==> config.mk <==
export PLATFORM = sky130hd
export DESIGN_NAME = packet_receive_deframer
export DESIGN_NICKNAME = d
export VERILOG_FILES = /design/src/design/prd_pkg.sv /design/src/design/packet_receive_deframer.sv /design/src/design/prd_parser.sv /design/src/design/prd_out_buf.sv
export VERILOG_INCLUDE_DIRS = /design/src /design/src/design
export SDC_FILE = /design/constraint.sdc
export NUM_CORES = 1
export LEC_CHECK = 0
export BUFFER_PORTS_ARGS = -buffer_cell sky130_fd_sc_hd__buf_2
export CAP_MARGIN = 15
export CELL_PAD_IN_SITES_DETAIL_PLACEMENT = 1
export CELL_PAD_IN_SITES_GLOBAL_PLACEMENT = 2
export CORE_MARGIN = 3
export CORE_UTILIZATION = 48
export CTS_BUF_LIST = sky130_fd_sc_hd__clkbuf_4 sky130_fd_sc_hd__clkbuf_8
export DETAILED_ROUTE_END_ITERATION = 6
export PLACE_DENSITY = 0.87
export SYNTH_ARGS = -nofsm -noshare
export SYNTH_HDL_FRONTEND = slang
export SYNTH_SLANG_ARGS = --single-unit
==> constraint.sdc <==
create_clock -name clk -period 10.05 [get_ports clk]
set_input_delay 1.5075 -clock clk [delete_from_list [all_inputs] [get_ports clk]]
set_output_delay 1.5075 -clock clk [all_outputs]
set_load 0.02 [all_outputs]
==> src/design/assert_macros.svh <==
// Assertion macros shared by the deframer modules.
`ifndef ASSERT_MACROS_SVH
`define ASSERT_MACROS_SVH
`ifndef ASSERT_OFF
// Condition holds at every clock edge out of reset.
`define ASSERT_ALWAYS(label, cond) \
	label: assert property (@(posedge clk) disable iff (!arst_n) (cond)) \
		else $error("assertion failed");
// Condition in one cycle implies the result in the next.
`define ASSERT_NEXT(label, pre, post) \
	label: assert property (@(posedge clk) disable iff (!arst_n) (pre) |=> (post)) \
		else $error("assertion failed");
`else
`define ASSERT_ALWAYS(label, cond)
`define ASSERT_NEXT(label, pre, post)
`endif
`endif

==> src/design/prd_pkg.sv <==
// Shared types and register codes for the packet receive deframer.
package prd_pkg;

	// Configuration register indexes
	localparam logic [2:0] REG_HEAD_BYTE   = 3'd0;
	localparam logic [2:0] REG_TAIL_BYTE   = 3'd1;
	localparam logic [2:0] REG_LEDS_SET_ID = 3'd2;
	localparam logic [2:0] REG_LEDS_GET_ID = 3'd3;
	localparam logic [2:0] REG_PING_ID     = 3'd4;

	// Reset values of the configuration registers
	localparam logic [7:0] HEAD_BYTE_RST   = 8'd204;
	localparam logic [7:0] TAIL_BYTE_RST   = 8'd185;
	localparam logic [7:0] LEDS_SET_ID_RST = 8'd130;
	localparam logic [7:0] LEDS_GET_ID_RST = 8'd131;
	localparam logic [7:0] PING_ID_RST     = 8'd132;

	typedef struct packed {
		logic [7:0] head_byte;
		logic [7:0] tail_byte;
		logic [7:0] leds_set_id;
		logic [7:0] leds_get_id;
		logic [7:0] ping_id;
	} cfg_t;

	typedef struct packed {
		logic [2:0]  event_code;
		logic [7:0]  msg_length;
		logic [7:0]  msg_id;
		logic [7:0]  first_payload;
		logic [7:0]  led_state;
		logic [31:0] pong_value;
	} res_t;

endpackage

==> src/design/packet_receive_deframer.sv <==
// Top level of the packet receive deframer: config registers, parser, result queue.
//
// Usage:
//   Bytes of the serial stream enter on in_valid/in_ready/rx_byte, one request
//   per byte. Frames are head, length, id, payload, tail, checksum; bytes outside
//   a frame are dropped. A packet end yields one result request on out_valid/
//   out_ready carrying event_code, msg_length, msg_id, first_payload, led_state
//   and pong_value.
//   Throughput is one byte per cycle while in_ready is high: the parser state
//   updates at the edge that accepts a byte, and the result enters the queue
//   at the edge that takes the checksum or a bad tail byte.
//   Results wait in a two-entry queue. While the receiver stalls, bytes keep
//   flowing until both entries hold results; in_ready then drops until one is
//   taken.
//   Configuration writes use cfg_valid/cfg_ready/cfg_index/cfg_data, always
//   ready; index 0 head, 1 tail, 2 leds-set id, 3 leds-get id, 4 ping id, other
//   indexes are ignored. Write them only while the block is idle.
//   Reset clears the parser, the LED register and the queue and restores the
//   default register values.
module packet_receive_deframer (
	input  logic        clk,
	input  logic        arst_n,
	input  logic        in_valid,
	output logic        in_ready,
	input  logic [7:0]  rx_byte,
	input  logic        cfg_valid,
	output logic        cfg_ready,
	input  logic [2:0]  cfg_index,
	input  logic [7:0]  cfg_data,
	output logic        out_valid,
	input  logic        out_ready,
	output logic [2:0]  event_code,
	output logic [7:0]  msg_length,
	output logic [7:0]  msg_id,
	output logic [7:0]  first_payload,
	output logic [7:0]  led_state,
	output logic [31:0] pong_value
);
	import prd_pkg::*;

	cfg_t cfg_q;
	logic acc;
	logic res_valid;
	res_t res;
	res_t out_res;
	logic full;

	assign cfg_ready = 1'b1;
	assign in_ready  = !full;
	assign acc       = in_valid && in_ready;

	// Configuration registers
	always_ff @(posedge clk or negedge arst_n) begin
		if (!arst_n) begin
			cfg_q.head_byte   <= HEAD_BYTE_RST;
			cfg_q.tail_byte   <= TAIL_BYTE_RST;
			cfg_q.leds_set_id <= LEDS_SET_ID_RST;
			cfg_q.leds_get_id <= LEDS_GET_ID_RST;
			cfg_q.ping_id     <= PING_ID_RST;
		end else if (cfg_valid && cfg_ready) begin
			case (cfg_index)
				REG_HEAD_BYTE:   cfg_q.head_byte   <= cfg_data;
				REG_TAIL_BYTE:   cfg_q.tail_byte   <= cfg_data;
				REG_LEDS_SET_ID: cfg_q.leds_set_id <= cfg_data;
				REG_LEDS_GET_ID: cfg_q.leds_get_id <= cfg_data;
				REG_PING_ID:     cfg_q.ping_id     <= cfg_data;
				default:         cfg_q             <= cfg_q;
			endcase
		end
	end

	prd_parser u_parser (
		.clk       (clk),
		.arst_n    (arst_n),
		.cfg       (cfg_q),
		.acc       (acc),
		.rx_byte   (rx_byte),
		.res_valid (res_valid),
		.res       (res)
	);

	prd_out_buf u_out_buf (
		.clk       (clk),
		.arst_n    (arst_n),
		.push      (acc && res_valid),
		.push_data (res),
		.full      (full),
		.pop_valid (out_valid),
		.pop_ready (out_ready),
		.pop_data  (out_res)
	);

	assign event_code    = out_res.event_code;
	assign msg_length    = out_res.msg_length;
	assign msg_id        = out_res.msg_id;
	assign first_payload = out_res.first_payload;
	assign led_state     = out_res.led_state;
	assign pong_value    = out_res.pong_value;

endmodule

==> src/design/prd_parser.sv <==
// Frame parser: phase tracking, checksum, LED register and event decode.
`include "assert_macros.svh"
module prd_parser (
	input  logic          clk,
	input  logic          arst_n,
	input  prd_pkg::cfg_t cfg,
	input  logic          acc,
	input  logic [7:0]    rx_byte,
	output logic          res_valid,
	output prd_pkg::res_t res
);
	import prd_pkg::*;

	localparam logic [2:0] PH_HEAD    = 3'd0;
	localparam logic [2:0] PH_LENGTH  = 3'd1;
	localparam logic [2:0] PH_ID      = 3'd2;
	localparam logic [2:0] PH_PAYLOAD = 3'd3;
	localparam logic [2:0] PH_TAIL    = 3'd4;
	localparam logic [2:0] PH_CHECK   = 3'd5;

	localparam logic [2:0] EV_TAIL_ERR   = 3'd0;
	localparam logic [2:0] EV_SUM_ERR    = 3'd1;
	localparam logic [2:0] EV_LEDS_SET   = 3'd2;
	localparam logic [2:0] EV_LEDS_STATE = 3'd3;
	localparam logic [2:0] EV_PONG       = 3'd4;
	localparam logic [2:0] EV_DELIVERED  = 3'd5;

	localparam logic [7:0] PING_BYTES = 8'd4;

	logic [2:0]  phase_q, phase_n;
	logic [7:0]  len_q, len_n;
	logic [7:0]  id_q, id_n;
	logic [7:0]  sum_q, sum_n;
	logic [7:0]  cnt_q, cnt_n;
	logic [7:0]  pend_q, pend_n;
	logic [7:0]  led_q, led_n;
	logic [31:0] word_q, word_n;
	logic [7:0]  first_q, first_n;
	logic        ping_q, ping_n;

	logic [7:0]  sum_add;
	logic [7:0]  eff_len;
	logic [7:0]  cnt_inc;

	// Rotate right by one, then add the byte
	assign sum_add = {sum_q[0], sum_q[7:1]} + rx_byte;
	// A zero length field counts as one payload byte
	assign eff_len = (len_q == 8'd0) ? 8'd1 : len_q;
	assign cnt_inc = cnt_q + 8'd1;

	// Next state and event decode for the byte on the input
	always_comb begin
		phase_n = phase_q;
		len_n   = len_q;
		id_n    = id_q;
		sum_n   = sum_q;
		cnt_n   = cnt_q;
		pend_n  = pend_q;
		led_n   = led_q;
		word_n  = word_q;
		first_n = first_q;
		ping_n  = ping_q;

		res_valid         = 1'b0;
		res.event_code    = EV_TAIL_ERR;
		res.msg_length    = len_q;
		res.msg_id        = id_q;
		res.first_payload = 8'd0;
		res.led_state     = led_q;
		res.pong_value    = 32'd0;

		case (phase_q)
			PH_LENGTH: begin
				len_n   = rx_byte;
				phase_n = PH_ID;
			end
			PH_ID: begin
				id_n    = rx_byte;
				sum_n   = sum_add;
				phase_n = (rx_byte == cfg.leds_get_id) ? PH_TAIL : PH_PAYLOAD;
			end
			PH_PAYLOAD: begin
				sum_n = sum_add;
				if (id_q == cfg.leds_set_id && cnt_q == 8'd0) begin
					pend_n  = rx_byte;
					phase_n = PH_TAIL;
				end else if ((id_q == cfg.ping_id && cnt_q == 8'd0) || ping_q) begin
					ping_n = 1'b1;
					word_n = {word_q[23:0], rx_byte};
					cnt_n  = cnt_inc;
					if (cnt_inc >= PING_BYTES)
						phase_n = PH_TAIL;
				end else begin
					if (cnt_q == 8'd0)
						first_n = rx_byte;
					// last byte when count + 1 reaches the length (9 bits, no wrap)
					if (({1'b0, cnt_q} + 9'd1) >= {1'b0, eff_len})
						phase_n = PH_TAIL;
					else
						cnt_n = cnt_inc;
				end
			end
			PH_TAIL: begin
				if (rx_byte != cfg.tail_byte) begin
					res_valid      = 1'b1;
					res.event_code = EV_TAIL_ERR;
					phase_n        = PH_HEAD;
				end else begin
					phase_n = PH_CHECK;
				end
			end
			PH_CHECK: begin
				res_valid = 1'b1;
				phase_n   = PH_HEAD;
				if (rx_byte != sum_q) begin
					res.event_code = EV_SUM_ERR;
				end else if (id_q == cfg.leds_set_id) begin
					led_n          = pend_q;
					res.led_state  = pend_q;
					res.event_code = EV_LEDS_SET;
				end else if (id_q == cfg.leds_get_id) begin
					res.event_code = EV_LEDS_STATE;
				end else if (ping_q) begin
					ping_n         = 1'b0;
					res.event_code = EV_PONG;
					res.pong_value = {1'b0, word_q[31:1]};
				end else begin
					res.event_code    = EV_DELIVERED;
					res.first_payload = first_q;
				end
			end
			default: begin
				// waiting for head; unused codes land here too
				phase_n = PH_HEAD;
				if (rx_byte == cfg.head_byte) begin
					len_n   = 8'd0;
					id_n    = 8'd0;
					sum_n   = 8'd0;
					cnt_n   = 8'd0;
					pend_n  = 8'd0;
					word_n  = 32'd0;
					first_n = 8'd0;
					ping_n  = 1'b0;
					phase_n = PH_LENGTH;
				end
			end
		endcase
	end

	// Parser state, updated on each accepted byte
	always_ff @(posedge clk or negedge arst_n) begin
		if (!arst_n) begin
			phase_q <= PH_HEAD;
			len_q   <= 8'd0;
			id_q    <= 8'd0;
			sum_q   <= 8'd0;
			cnt_q   <= 8'd0;
			pend_q  <= 8'd0;
			led_q   <= 8'd0;
			word_q  <= 32'd0;
			first_q <= 8'd0;
			ping_q  <= 1'b0;
		end else if (acc) begin
			phase_q <= phase_n;
			len_q   <= len_n;
			id_q    <= id_n;
			sum_q   <= sum_n;
			cnt_q   <= cnt_n;
			pend_q  <= pend_n;
			led_q   <= led_n;
			word_q  <= word_n;
			first_q <= first_n;
			ping_q  <= ping_n;
		end
	end

	// Events only come out of the tail and checksum phases
	`ASSERT_ALWAYS(a_evt_phase, !(acc && res_valid) || phase_q == PH_TAIL || phase_q == PH_CHECK)
	// Every event sends the parser back to waiting for head
	`ASSERT_NEXT(a_evt_to_head, acc && res_valid, phase_q == PH_HEAD)
	// Ping flag is clear before the payload phase
	`ASSERT_ALWAYS(a_ping_clear, !ping_q || (phase_q != PH_LENGTH && phase_q != PH_ID))

endmodule

==> src/design/prd_out_buf.sv <==
// Two-entry result queue between the parser and the output channel.
`include "assert_macros.svh"
module prd_out_buf (
	input  logic          clk,
	input  logic          arst_n,
	input  logic          push,
	input  prd_pkg::res_t push_data,
	output logic          full,
	output logic          pop_valid,
	input  logic          pop_ready,
	output prd_pkg::res_t pop_data
);
	import prd_pkg::*;

	res_t       slot_q [2];
	logic       wr_ptr_q;
	logic       rd_ptr_q;
	logic [1:0] count_q;
	logic       pop;

	assign pop       = pop_valid && pop_ready;
	assign full      = (count_q == 2'd2);
	assign pop_valid = (count_q != 2'd0);
	assign pop_data  = slot_q[rd_ptr_q];

	// Result storage
	always_ff @(posedge clk) begin
		if (push)
			slot_q[wr_ptr_q] <= push_data;
	end

	// Pointers and fill count
	always_ff @(posedge clk or negedge arst_n) begin
		if (!arst_n) begin
			wr_ptr_q <= 1'b0;
			rd_ptr_q <= 1'b0;
			count_q  <= 2'd0;
		end else begin
			if (push)
				wr_ptr_q <= ~wr_ptr_q;
			if (pop)
				rd_ptr_q <= ~rd_ptr_q;
			case ({push, pop})
				2'b10:   count_q <= count_q + 2'd1;
				2'b01:   count_q <= count_q - 2'd1;
				default: count_q <= count_q;
			endcase
		end
	end

	`ASSERT_ALWAYS(a_no_overflow, !(push && count_q == 2'd2))
	`ASSERT_ALWAYS(a_count_range, count_q != 2'd3)
	`ASSERT_NEXT(a_push_grows, push && !pop, count_q == $past(count_q) + 2'd1)

endmodule
# Word-level counts from Yosys, hierarchy flattened
# Memory sizes are Yosys's and may differ from the RTL's.
# Index checks and enable logic that the tools add are counted.
# W data, S select, Z words.
# word_totals
mem_count	1
wordCells	155
register_bits	136
ram_bits	134
# classes
n_reduce_logical	38
n_eq_ne	30
n_bitwise	8
add_sub_neg	5
muxes	53
n_lt_le_gt_ge	2
# memory_table
memory	words	width	read_ports	rd_ports_with_merged_regs	wr	line	source
u_out_buf.slot_q	2	67	1	0	1	prd_out_buf.sv:15	res_t slot_q [2];
# ops
cell	n
$mux W32	5
$mux W8	13
$mux W48	2
$pmux W8 S2	6
$pmux W32 S2	1
$eq A8 B8 Y1	5
$mux W31	1
$mux W3	10
$logic_not A8 Y1	2
$ne A8 B8 Y1	2
$pmux W3 S5	1
$reduce_and A3 Y1	5
$eq A3 B2 Y1 const B	4
$reduce_bool A2 Y1	6
$reduce_or A4 Y1	3
$mux W1	11
$ne A2 B2 Y1 const B	5
$reduce_and A2 Y1	5
$reduce_and A5 Y1	2
$add A8 B1 Y9 const B	1
$eq A3 B3 Y1 const B	3
$ge A9 B8 Y1	1
$add A8 B1 Y8 const B	1
$add A8 B8 Y8	1
24 further kinds	40

# Logic depth before layout (Yosys ltp)
# Gate-level depths: netlist (run 1).
# logic_depth
word_depth	7
depth_mapped	11

# Hierarchy
# From an unflattened synthesis (run 1), not the netlist that was laid out.
# hier_totals
hier_cells	865
hier_area_um2	12414.4
# by_module_without_submodules
module	instances	area_per_inst_um2	cells_each
prd_parser	1	5716.7	546
prd_out_buf	1	5118.7	226
packet_receive_deframer	1	1579.0	93

# Least setup slack after synthesis (run 1)
# No wires, ideal clock.
# synth_path
kind	input to register
startpoint	input port rx_byte[2]
endpoint	memory u_out_buf.slot_q[0][0] (netlist name) (enable)
setup_slack_ps	4265
arrival_time_ps	5295
path_buffers	1
setup_ps	490
cell_stages	7
required_time_ps	9560
path_cell_list	clkbuf_1 -> xnor2_1 -> nand4_1 -> nor4_1 -> nor4_1 -> inv_1 -> nor2_1
# synth_between
elab_chain_cells	6
# synth_rtl
item	line	source
start, declared	packet_receive_deframer.sv:25	input logic [7:0] rx_byte,
$ne A8 B8 Y1	prd_parser.sv:104	if (rx_byte != cfg.tail_byte) begin
$mux W1	prd_parser.sv:104	
$pmux W1 S2	prd_parser.sv:72	case (phase_q)
$logic_and A1 B1 Y1	packet_receive_deframer.sv:85	.push (acc && res_valid),
$mux W1	prd_out_buf.sv:28	if (push)
$mux W1 (not written as such)	prd_out_buf.sv:29	slot_q[wr_ptr_q] <= push_data;
end, declared	prd_out_buf.sv:15	
# Every way passes these cells.

# Worst setup path after layout (run 1)
# layout_path
startpoint	register u_out_buf.rd_ptr_q
endpoint	output port event_code[0]
# layout_between
elab_chain_cells	1
# layout_rtl
item	line	source
start, declared	prd_out_buf.sv:17	logic rd_ptr_q;
start signal, assigned	prd_out_buf.sv:42	rd_ptr_q <= ~rd_ptr_q;
$mem_v2 Z2 W67	n/a	
end, declared	packet_receive_deframer.sv:32	output logic [2:0] event_code,
# Every way passes these cells.

==> results of run 1 <==
==> per-layer routing <==
layer,share of wire [%],global-route usage (%),vias to the layer above
met2,50,34.08,165
met4,2.4,6.574,0
li1,-,-,3287
met1,43,27.40,3660
met5,0,0,-
met3,5.0,3.632,45
==> stage by stage <==
stage	worst slack (ps)	power, µW	instance area [µm²]
after detailed placement	6059	2572	12760
after global placement	6157	2547	12760
after CTS	6087	3613	13730
after floorplan	4265	2236	12010
after global routing	6052	3763	13730
final	6177	3571	13730
==> cell usage after synthesis, types with 4 or more instances <==
cell type	count	area share, %
mux2_2	149	14
edfxtp_1	132	33
dfrtp_1	120	25
a22o_1	46	3.4
and2_1	43	2.2
xnor2_1	42	3.1
xor2_1	29	2.1
nand2_1	25	0.78
clkbuf_1	21	0.66
nor2_1	20	0.63
ha_1	18	1.9
inv_1	18	0.56
dfstp_2	16	3.5
and3_1	13	0.68
a21oi_1	12	0.50
nand4_1	11	0.57
buf_2	10	0.42
nor4_1	8	0.42
o21ai_0	7	0.29
nand3_1	6	0.25
buf_1	5	0.16
nor3_1	5	0.21
a21o_1	4	0.25
a31oi_1	4	0.21
mux2i_1	4	0.33
nand2b_1	4	0.21
or3_1	4	0.21
==> state kept, by name, indices dropped and copies added (netlist names) <==
register            flops
u_out_buf.slot_q      132
u_parser.sum_q          8
u_out_buf.count_q       2
u_parser.id_q           8
cfg_q                  40
u_parser.phase_q        3
u_parser.ping_q         1
u_out_buf.wr_ptr_q      1
u_out_buf.rd_ptr_q      1
u_parser.len_q          8
u_parser.first_q        8
u_parser.word_q        32
u_parser.cnt_q          8
u_parser.led_q          8
u_parser.pend_q         8
==> final timing paths <==
check,from,to,slack (ps),cells after the start
setup / recovery,u_out_buf.rd_ptr_q,event_code[0],6180,3
hold / removal,u_parser.first_q[7],u_parser.first_q[7],500,1
setup reg to reg,u_parser.cnt_q[0],u_parser.cnt_q[7],6340,11
hold reg to reg,u_parser.first_q[7],u_parser.first_q[7],500,1
max in group asynchronous,arst_n,u_parser.word_q[26],7550,2
min in group asynchronous,arst_n,cfg_q[32],1080,1
==> final cells by class <==
| cell class | count | area (µm²) |
|---|---|---|
| multi-input cells | 508 | 4379 |
| clock buffers | 61 | 783.3 |
| inverters | 18 | 67.56 |
| flip-flops and latches | 268 | 7388 |
| well taps | 324 | 405.4 |
| fillers | 2448 | 10730 |
| repair buffers | 100 | 523.0 |
| clock inverters | 21 | 183.9 |
==> kinds of logic (layout without fill, tap and decap cells) <==
kind of cell | after synthesis | in the layout
multiplexers | 156 | 156
XOR/XNOR | 71 | 71
other | 2 | 2
AND/OR/NAND/NOR | 158 | 158
flip-flops | 268 | 268
adder cells (fa/ha/maj) | 19 | 19
AO/OA/AOI/OAI | 102 | 102
buffers and inverters | 58 | 200
==> cell usage in the layout (no fill, tap or decap), types with 6 or more instances in the layout <==
| master | count |
|---|---|
| clkbuf_8 | 52 |
| nor2_1 | 19 |
| mux2_2 | 149 |
| o21ai_0 | 7 |
| buf_4 | 9 |
| xor2_1 | 29 |
| and2_1 | 42 |
| buf_2 | 91 |
| clkinv_2 | 8 |
| nand2_1 | 25 |
| nand3_1 | 6 |
| edfxtp_1 | 132 |
| clkbuf_4 | 9 |
| inv_1 | 18 |
| clkinv_1 | 7 |
| dfrtp_1 | 119 |
| and3_1 | 13 |
| a22o_1 | 46 |
| nand4_1 | 11 |
| dfstp_2 | 16 |
| nor4_1 | 8 |
| a21oi_1 | 12 |
| ha_1 | 18 |
| xnor2_1 | 42 |
==> report_power, final <==
part / total, µW / switching, µW / internal, µW / leakage, µW
registers: 1510 / 191 / 1320 / 0.00296
logic: 1030 / 570 / 462 / 0.00225
clock network: 1030 / 440 / 587 / 0.000511
total: 3570 / 1200 / 2370 / 0.00572
==> flow_metrics.py, run 1 <==
metrics = {
    "outcome": {
        "status": "finished, final reports clean",
    },
    "clock_tree": {
        "post_cts_buffers": 0,
        "htreeDepth": 2,
        "cts_tree": "done",
        "cts.clk_slew.worst_paths_ps": 70,
        "cts_resized": 0,
        "numCtsBuffers": 44,
        "insertion_delay_ps": 560,
        "root_buffer": "clkbuf_8",
        "cts_hold_buf": 0,
        "cts_buffer_depth": 3,
        "clock_sinks": 268,
    },
    "yosys": {
        "yosys_warnings": 0,
        "ys_ff_latch": 268,
        "syn_nets": 877,
        "synth_top_family_by_area": "multiplexers",
        "ys_types": 66,
        "synth-compound-area-share_pct": 6.782,
        "synth-xor-area-share_pct": 5.178,
        "syn_avg_cell_area_um2": 14.40,
        "synth_edf_count": 132,
        "synth_simple_gate_area_share_pct": 7.709,
        "syn-cell-area_mm2": 0.01201,
        "synthArstFlopShare_pct": 50.75,
        "ys.flop_type": "edfxtp_1",
        "synth_mux_area_share_pct": 14.62,
        "ys_seq_area_share_pct": 61.51,
        "syn_inst": 834,
        "synthAdderAreaFrac_pct": 2.042,
    },
    "cells_and_area": {
        "fin_cells": 1300,
        "post_route_cells_drive_above_1_share_pct": 36.78,
        "fin_nets": 983,
        "areaGrowthSynthToFinish_pct": 14.32,
        "final_core_util_pct": 56.13,
        "antennaDiodeCount": 0,
    },
    "detailed_routing": {
        "wl_per_cell_um": 20.89,
        "vias_per_cell": 5.505,
        "ant_nets": 0,
        "dr.pass1.iters": 6,
        "first_iter_violations": 426,
        "drcViolationCount": 0,
        "wirelength_mm": 27.16,
        "vias": 7157,
    },
    "placement": {
        "dpl.hpwl_mm": 18.48,
        "port_buffers": 91,
        "dp_cells": 1217,
        "gp_congestion": 0.8337,
    },
    "critical_path": {
        "crit_path_start_kind": "register",
        "critPathKind": "reg -> out",
        "cpMaxStageDelayCell": "buf_4",
        "arrival_ps": 2370,
        "critPathCaptureType": "output pin",
        "worstPathMaxFanout": 59,
        "cp_top_family": "buffers and inverters",
        "max_stage_delay_ps": 680,
        "crit_path_cell_trace": "buf_4 > mux2_2 > buf_2",
        "critPathRequiredTime_ps": 8540,
        "path_buf_inv": 2,
    },
    "sta": {
        "slew_headroom_pct": 37.72,
        "max_freq_ghz": 0.2582,
        "fin_setup_tns_ps": 0,
        "drv_slew": 0,
        "timing.final.crit_share_pct": 38.54,
        "worst_pin_slew_ps": 934.2,
        "hold-worst-slack_ps": 496.1,
        "rsz0062_at_grt": "no",
        "post-route-min-period_ps": 3873,
        "finalSetupViolCount": 0,
        "finalClockSkew_ps": 36.76,
        "finalHoldViolations": 0,
    },
    "grt": {
        "grt_pass1_vias": 7569,
        "grt_util_all_layers_pct": 20.48,
        "grt_max_degree": 73,
        "antenna_found_initial": 0,
        "grt_first_pass_wirelength_mm": 42.95,
        "overflow": 0,
    },
    "hold_path": {
        "worstHoldPathType": "reg -> reg",
    },
    "floorplanning": {
        "die_x_um": 164.2,
        "io_pins": 94,
        "coreArea_mm2": 0.02446,
        "die_h_um": 164.2,
        "start_util_pct": 49.10,
        "rows": 57,
        "die-area_mm2": 0.02696,
    },
    "power": {
        "p_per_area_mw_per_mm2": 260.1,
        "leakage_uw": 0.005722,
        "peakVddDrop_v": 0.0001106,
    },
    "job": {
        "maxCapViolations": 0,
    },
}
No activity file was read; power rests on OpenSTA's default activity.
==> run 2, diff against run 1 <==
--- a/config.mk
+++ b/config.mk
@@ -11,10 +11,10 @@
 export CELL_PAD_IN_SITES_DETAIL_PLACEMENT = 1
 export CELL_PAD_IN_SITES_GLOBAL_PLACEMENT = 2
 export CORE_MARGIN = 3
-export CORE_UTILIZATION = 48
+export CORE_UTILIZATION = 40
 export CTS_BUF_LIST = sky130_fd_sc_hd__clkbuf_4 sky130_fd_sc_hd__clkbuf_8
 export DETAILED_ROUTE_END_ITERATION = 6
-export PLACE_DENSITY = 0.87
+export PLACE_DENSITY = 0.77
 export SYNTH_ARGS = -nofsm -noshare
 export SYNTH_HDL_FRONTEND = slang
 export SYNTH_SLANG_ARGS = --single-unit
==> constraint.sdc (replaced) <==
create_clock -name clk -period 3.4 [get_ports clk]
set_input_delay 0.51 -clock clk [delete_from_list [all_inputs] [get_ports clk]]
set_output_delay 0.51 -clock clk [all_outputs]
set_load 0.02 [all_outputs]
==> run 2 against run 1 <==
Against the previous run:
- via count grew 0.64%
- non-clock buffer count grew 21
- clock skew shrank 24 ps
- clock power grew to 2.9 times the previous value
- register-to-register slack lost 6200 ps
- count of clock-buffer cells in the layout grew 8
==> flow_metrics.py, run 2 (synthesis gave the netlist of run 1 again) <==
metrics = {
    "critical_path": {
        "r2r-start": "u_parser.cnt_q[2]",
        "cpMaxStageDelayCell": "dfrtp_1",
        "regToRegEndpoint": "u_parser.phase_q[0]",
        "critPathKind": "reg -> reg",
        "critPathRequiredTime_ps": 3840,
        "startpoint": "u_parser.cnt_q[2]",
        "crit_path_start_kind": "register",
        "critPathCaptureType": "register",
        "arrival_ps": 3670,
        "crit_path_cell_trace": "nand4_1 > or3_1 > nand2_1 > ha_1 > and3_1 > a22o_1 > a211o_1 > a31oi_1 > buf_4 > a311oi_1 > mux2_4",
        "max_stage_delay_ps": 510,
        "regToRegSetupSlack_ps": 180,
        "crit_end": "u_parser.phase_q[0]",
        "worstPathMaxFanout": 9,
        "rr_worst_depth": 11,
    },
    "sta": {
        "timing.final.crit_share_pct": 94.81,
        "finalClockSkew_ps": 13.23,
        "max_freq_ghz": 0.3102,
        "drv_slew": 0,
        "slew_headroom_pct": 54.18,
        "fin_setup_tns_ps": 0,
        "post-route-min-period_ps": 3224,
        "worst_pin_slew_ps": 682.7,
        "rsz0062_at_grt": "no",
        "fin_ws_ps": 176.5,
        "finalSetupViolCount": 0,
        "finalHoldViolations": 0,
    },
    "outcome": {
        "status": "finished, final reports clean",
    },
    "floorplanning": {
        "die_x_um": 179.3,
        "die-area_mm2": 0.03214,
        "io_pins": 94,
        "die_h_um": 179.3,
        "coreArea_mm2": 0.02917,
        "rows": 62,
        "start_util_pct": 41.18,
    },
    "clock_tree": {
        "cts.clk_slew.worst_paths_ps": 60,
        "cts_buffer_depth": 3,
        "insertion_delay_ps": 560,
        "numCtsBuffers": 47,
        "clock_sinks": 268,
        "post_cts_buffers": 0,
        "htreeDepth": 2,
        "cts_tree": "done",
        "root_buffer": "clkbuf_8",
    },
    "grt": {
        "grt_util_all_layers_pct": 17.69,
        "grt_pass1_vias": 7729,
        "overflow": 0,
        "antenna_found_initial": 0,
        "grt_max_degree": 65,
        "grt_first_pass_wirelength_mm": 43.73,
    },
    "job": {
        "maxCapViolations": 0,
    },
    "hold_path": {
        "worstHoldPathType": "in -> reg",
    },
    "placement": {
        "pre_cts_slack_ps": 233.1,
        "dpl.hpwl_mm": 19.15,
        "port_buffers": 91,
        "gp_congestion": 0.8567,
    },
    "cells_and_area": {
        "antennaDiodeCount": 0,
        "areaGrowthSynthToFinish_pct": 16.72,
        "final_common_cell": "mux2_2",
        "regMostFlops": "u_out_buf.slot_q",
        "largest_reg_flops": 132,
        "final_cell_mix": "mux2_2 (149), edfxtp_1 (132), dfrtp_1 (118)",
        "fin_nets": 1007,
        "post_route_cells_drive_above_1_share_pct": 38.38,
        "final_core_util_pct": 48.06,
        "fill_cells": 3006,
        "top_regs": "u_out_buf.slot_q x132, cfg_q x40, u_parser.word_q x32",
    },
    "detailed_routing": {
        "ant_nets": 0,
        "drcViolationCount": 0,
        "wl_per_cell_um": 20.19,
        "vias": 7203,
        "first_iter_violations": 365,
        "vias_per_cell": 5.193,
        "wirelength_mm": 28.00,
        "dr.pass1.iters": 4,
    },
    "power": {
        "p_total_uw": 10540,
        "peakVddDrop_v": 0.0003121,
        "leakage_uw": 0.005844,
        "p_per_area_mw_per_mm2": 751.8,
    },
}
run 2: cell types whose count changed in the layout (fill, tap and decap cells not counted), sizes merged:
cell / change
inv: -1
buf: +20
clkbuf: +8
bufinv: -3
clkinv: +2
dlygate4sd3: +1
run 2: power breakdown:
| part | leakage (µW) | switching (µW) | internal (µW) | total [µW] |
|---|---|---|---|---|
| clock network | 0.000516 | 1310 | 1650 | 2950 |
| registers | 0.00296 | 534 | 3900 | 4430 |
| logic | 0.00237 | 1680 | 1470 | 3150 |
run 2: worst max-delay path, delay by kind of cell (launching register included):
family          cells  cell delay, ps
buf+inv             1             170
flops               1             510
mux                 1             330
simple gates        4             980
compound gates      4             870
fa+ha+maj           1             250
run 2: worst min path at each step:
stage                              start                   end  slack, ps  cells past startpoint
finish                       cfg_data[4]             cfg_q[28]        270                      2
global route                 cfg_data[4]             cfg_q[12]        260                      2
CTS                          cfg_data[4]             cfg_q[28]        250                      2
detailed placement   u_parser.word_q[31]   u_parser.word_q[31]        480                      1
global placement    u_out_buf.count_q[1]  u_out_buf.count_q[1]        480                      1
floorplan                         arst_n              cfg_q[0]        210                      0
run 2: cell type report:
type,instances,area (µm²),share of cell area [%]
well taps,384,480.5,3.427
clock inverters,19,93.84,0.6694
clock buffers,69,868.3,6.194
inverters,18,67.56,0.4820
flip-flops and latches,268,7390,52.71
multi-input cells,508,4379,31.24
repair buffers,121,739.5,5.275
run 2: timing repair:
action,4_1_cts,5_1_grt
hold buffers,1,0
endpoints found under the setup margin,0,1
hold endpoints to repair,55,0
resized for setup,0,2
run 2: per-stage QoR:
stage	hold WS, ps	std cells	cell area [µm²]
CTS	248.9	1387	14020
global route	261.5	1387	14020
floorplan	214.4	834	12020
detailed placement	482.1	1298	13050
finish	274.6	1387	14020
global placement	479.1	1298	13050
run 2: per-layer routing:
layer,GRT usage [%],share of wire (%)
met2,30.19,50
met3,3.113,3.5
met5,0,0
met4,5.251,2.2
met1,23.09,44
==> run 3, diff against run 2 <==
--- a/config.mk
+++ b/config.mk
@@ -8,13 +8,12 @@
 export LEC_CHECK = 0
 export BUFFER_PORTS_ARGS = -buffer_cell sky130_fd_sc_hd__buf_2
 export CAP_MARGIN = 15
-export CELL_PAD_IN_SITES_DETAIL_PLACEMENT = 1
-export CELL_PAD_IN_SITES_GLOBAL_PLACEMENT = 2
 export CORE_MARGIN = 3
-export CORE_UTILIZATION = 40
+export CORE_UTILIZATION = 48
 export CTS_BUF_LIST = sky130_fd_sc_hd__clkbuf_4 sky130_fd_sc_hd__clkbuf_8
 export DETAILED_ROUTE_END_ITERATION = 6
-export PLACE_DENSITY = 0.77
+export GPL_TIMING_DRIVEN = 0
+export PLACE_DENSITY = 0.69
 export SYNTH_ARGS = -nofsm -noshare
 export SYNTH_HDL_FRONTEND = slang
 export SYNTH_SLANG_ARGS = --single-unit
==> run 3 against run 2 <==
Against the previous run:
- sequential share of layout area rose by 0.16 points
- count of clock-buffer cells in the layout up 6
- power down 0.66%
- die area shrank 16%
- clock skew up 9.1 ps
==> flow_metrics.py, run 3 (synthesis gave the netlist of run 1 again) <==
metrics = {
    "outcome": {
        "status": "finished, final reports clean",
    },
    "clock_tree": {
        "htreeDepth": 2,
        "clock_sinks": 268,
        "cts_tree": "done",
        "cts_buffer_depth": 3,
        "insertion_delay_ps": 550,
        "cts.clk_slew.worst_paths_ps": 60,
        "numCtsBuffers": 44,
        "post_cts_buffers": 0,
        "root_buffer": "clkbuf_8",
    },
    "critical_path": {
        "startpoint": "u_parser.cnt_q[0]",
        "crit_path_start_kind": "register",
        "arrival_ps": 3700,
        "critPathCaptureType": "register",
        "critPathKind": "reg -> reg",
        "critPathRequiredTime_ps": 3840,
        "r2r-start": "u_parser.cnt_q[0]",
        "worstPathMaxFanout": 7,
    },
    "cells_and_area": {
        "top_regs": "u_out_buf.slot_q x132, cfg_q x40, u_parser.word_q x32",
        "postLayoutCellArea_mm2": 0.01398,
        "largest_reg_flops": 132,
        "fin_nets": 1017,
        "seqCellArea_mm2": 0.007390,
        "antennaDiodeCount": 0,
        "final_common_cell": "mux2_2",
        "multiInputGateArea_mm2": 0.004412,
        "fin_cells": 1334,
        "areaGrowthSynthToFinish_pct": 16.38,
        "regMostFlops": "u_out_buf.slot_q",
        "fill_cells": 2003,
        "post_route_cells_drive_above_1_share_pct": 37.13,
        "final_cell_mix": "mux2_2 (149), edfxtp_1 (132), dfrtp_1 (118)",
    },
    "power": {
        "peakVddDrop_v": 0.0004058,
        "p_seq_share_pct": 41.2,
        "sw_frac_of_total_pct": 32.67,
        "p_per_area_mw_per_mm2": 749.1,
        "power_frac_clock_pct": 28.3,
        "leakage_uw": 0.005812,
        "pwr-share-comb_pct": 30.5,
        "power.switching_uw": 3421,
        "internal_power_uw": 7050,
    },
    "placement": {
        "dpl.hpwl_mm": 16.78,
        "port_buffers": 88,
        "gp_congestion": 0.8740,
        "dp_cells": 1251,
        "placed_area_mm2": 0.01298,
    },
    "sta": {
        "finalHoldViolations": 0,
        "drv_slew": 0,
        "slew_headroom_pct": 24.84,
        "rsz0062_at_grt": "no",
        "finalSetupViolCount": 0,
        "fin_setup_tns_ps": 0,
        "timing.final.crit_share_pct": 95.86,
        "hold-worst-slack_ps": 278.3,
        "post-route-min-period_ps": 3259,
        "max_freq_ghz": 0.3068,
        "worst_pin_slew_ps": 1125,
        "finalClockSkew_ps": 22.35,
    },
    "floorplanning": {
        "io_pins": 94,
        "coreArea_mm2": 0.02446,
        "rows": 57,
        "die_h_um": 164.2,
        "die_x_um": 164.2,
        "die-area_mm2": 0.02696,
        "start_util_pct": 49.10,
    },
    "grt": {
        "antenna_found_initial": 0,
        "overflow": 0,
        "grt_util_all_layers_pct": 18.53,
        "grt_first_pass_wirelength_mm": 38.97,
        "grt_max_degree": 99,
        "grt_pass1_vias": 7170,
    },
    "detailed_routing": {
        "first_iter_violations": 451,
        "wirelength_mm": 24.35,
        "dr.pass1.iters": 5,
        "drcViolationCount": 0,
        "ant_nets": 0,
        "vias_per_cell": 5.360,
        "wl_per_cell_um": 18.25,
        "vias": 7150,
    },
    "job": {
        "maxCapViolations": 0,
    },
    "hold_path": {
        "worstHoldPathType": "in -> reg",
        "hold_start": "cfg_data[0]",
    },
}
## run 3: cell types whose count changed in the layout (fill, tap and decap cells not counted), sizes merged
cell / delta
clkbuf: +27
bufinv: +1
clkinv: -14
buf: -8
inv: +2
clkinvlp: -1
## run 3: worst max-delay path, cell delays in order, from the launching register on
cell and delay (ps):
dfrtp_2 430, ha_2 270, nand3_2 140, o21ai_0 310
nand2_1 150, ha_1 330, and3_1 180, a22o_1 240
a211o_1 300, a31oi_4 240, a311oi_1 200, mux2_4 340
## run 3: cell type report
cell class / count / share of cell area, %
plain buffers: 40 / 1.325
clock buffers: 75 / 6.311
clock inverters: 7 / 0.4923
inverters: 18 / 0.4834
multi-input cells: 508 / 31.56
flip-flops and latches: 268 / 52.87
well taps: 324 / 2.900
repair buffers: 94 / 4.055
## run 3: timing repair
action | in CTS | in global routing
hold buffers | 1 | 0
resized for setup | 4 | 3
endpoints found under the setup margin | 9 | 5
hold endpoints to repair | 30 | 0
## run 3: routing by layer
layer  up-vias  track usage, %  wire [µm]
met1      3552           25.15      10910
li1       3377               -          -
met3        49           3.329       1127
met2       172           30.12      11610
met4         0           6.574        702
met5         -               0          0
## run 3: worst paths after layout
| kind | endpoint | slack, ps | depth (start not counted) |
|---|---|---|---|
| max in group asynchronous | u_parser.word_q[29] | 2130 | 3 |
| hold / removal | cfg_q[0] | 280 | 2 |
| min in group asynchronous | u_parser.sum_q[7] | 440 | 2 |
| setup reg to reg | u_parser.phase_q[0] | 140 | 11 |
| setup / recovery | u_parser.phase_q[0] | 140 | 11 |
| hold reg to reg | u_parser.word_q[24] | 490 | 1 |
## run 3: per-stage QoR
| step | worst slack [ps] | power [µW] | util, % |
|---|---|---|---|
| detailed placement | -274.9 | 7540 | 53.07 |
| floorplan | 316.9 | 6609 | - |
| CTS | 45.47 | 10590 | 57.11 |
| global route | 12.83 | 11090 | 57.14 |
| finish | 140.8 | 10470 | 57.14 |
| global placement | -1016 | 7468 | 52.59 |
## run 3: power groups by stage
stage	clock, µW	sequential (µW)	combinational [µW]
final	2960	4310	3200
after global routing	3210	4370	3510
after global placement	0	4360	3110
after floorplan	0	4230	2380
after CTS	3040	4310	3230
after detailed placement	0	4370	3170
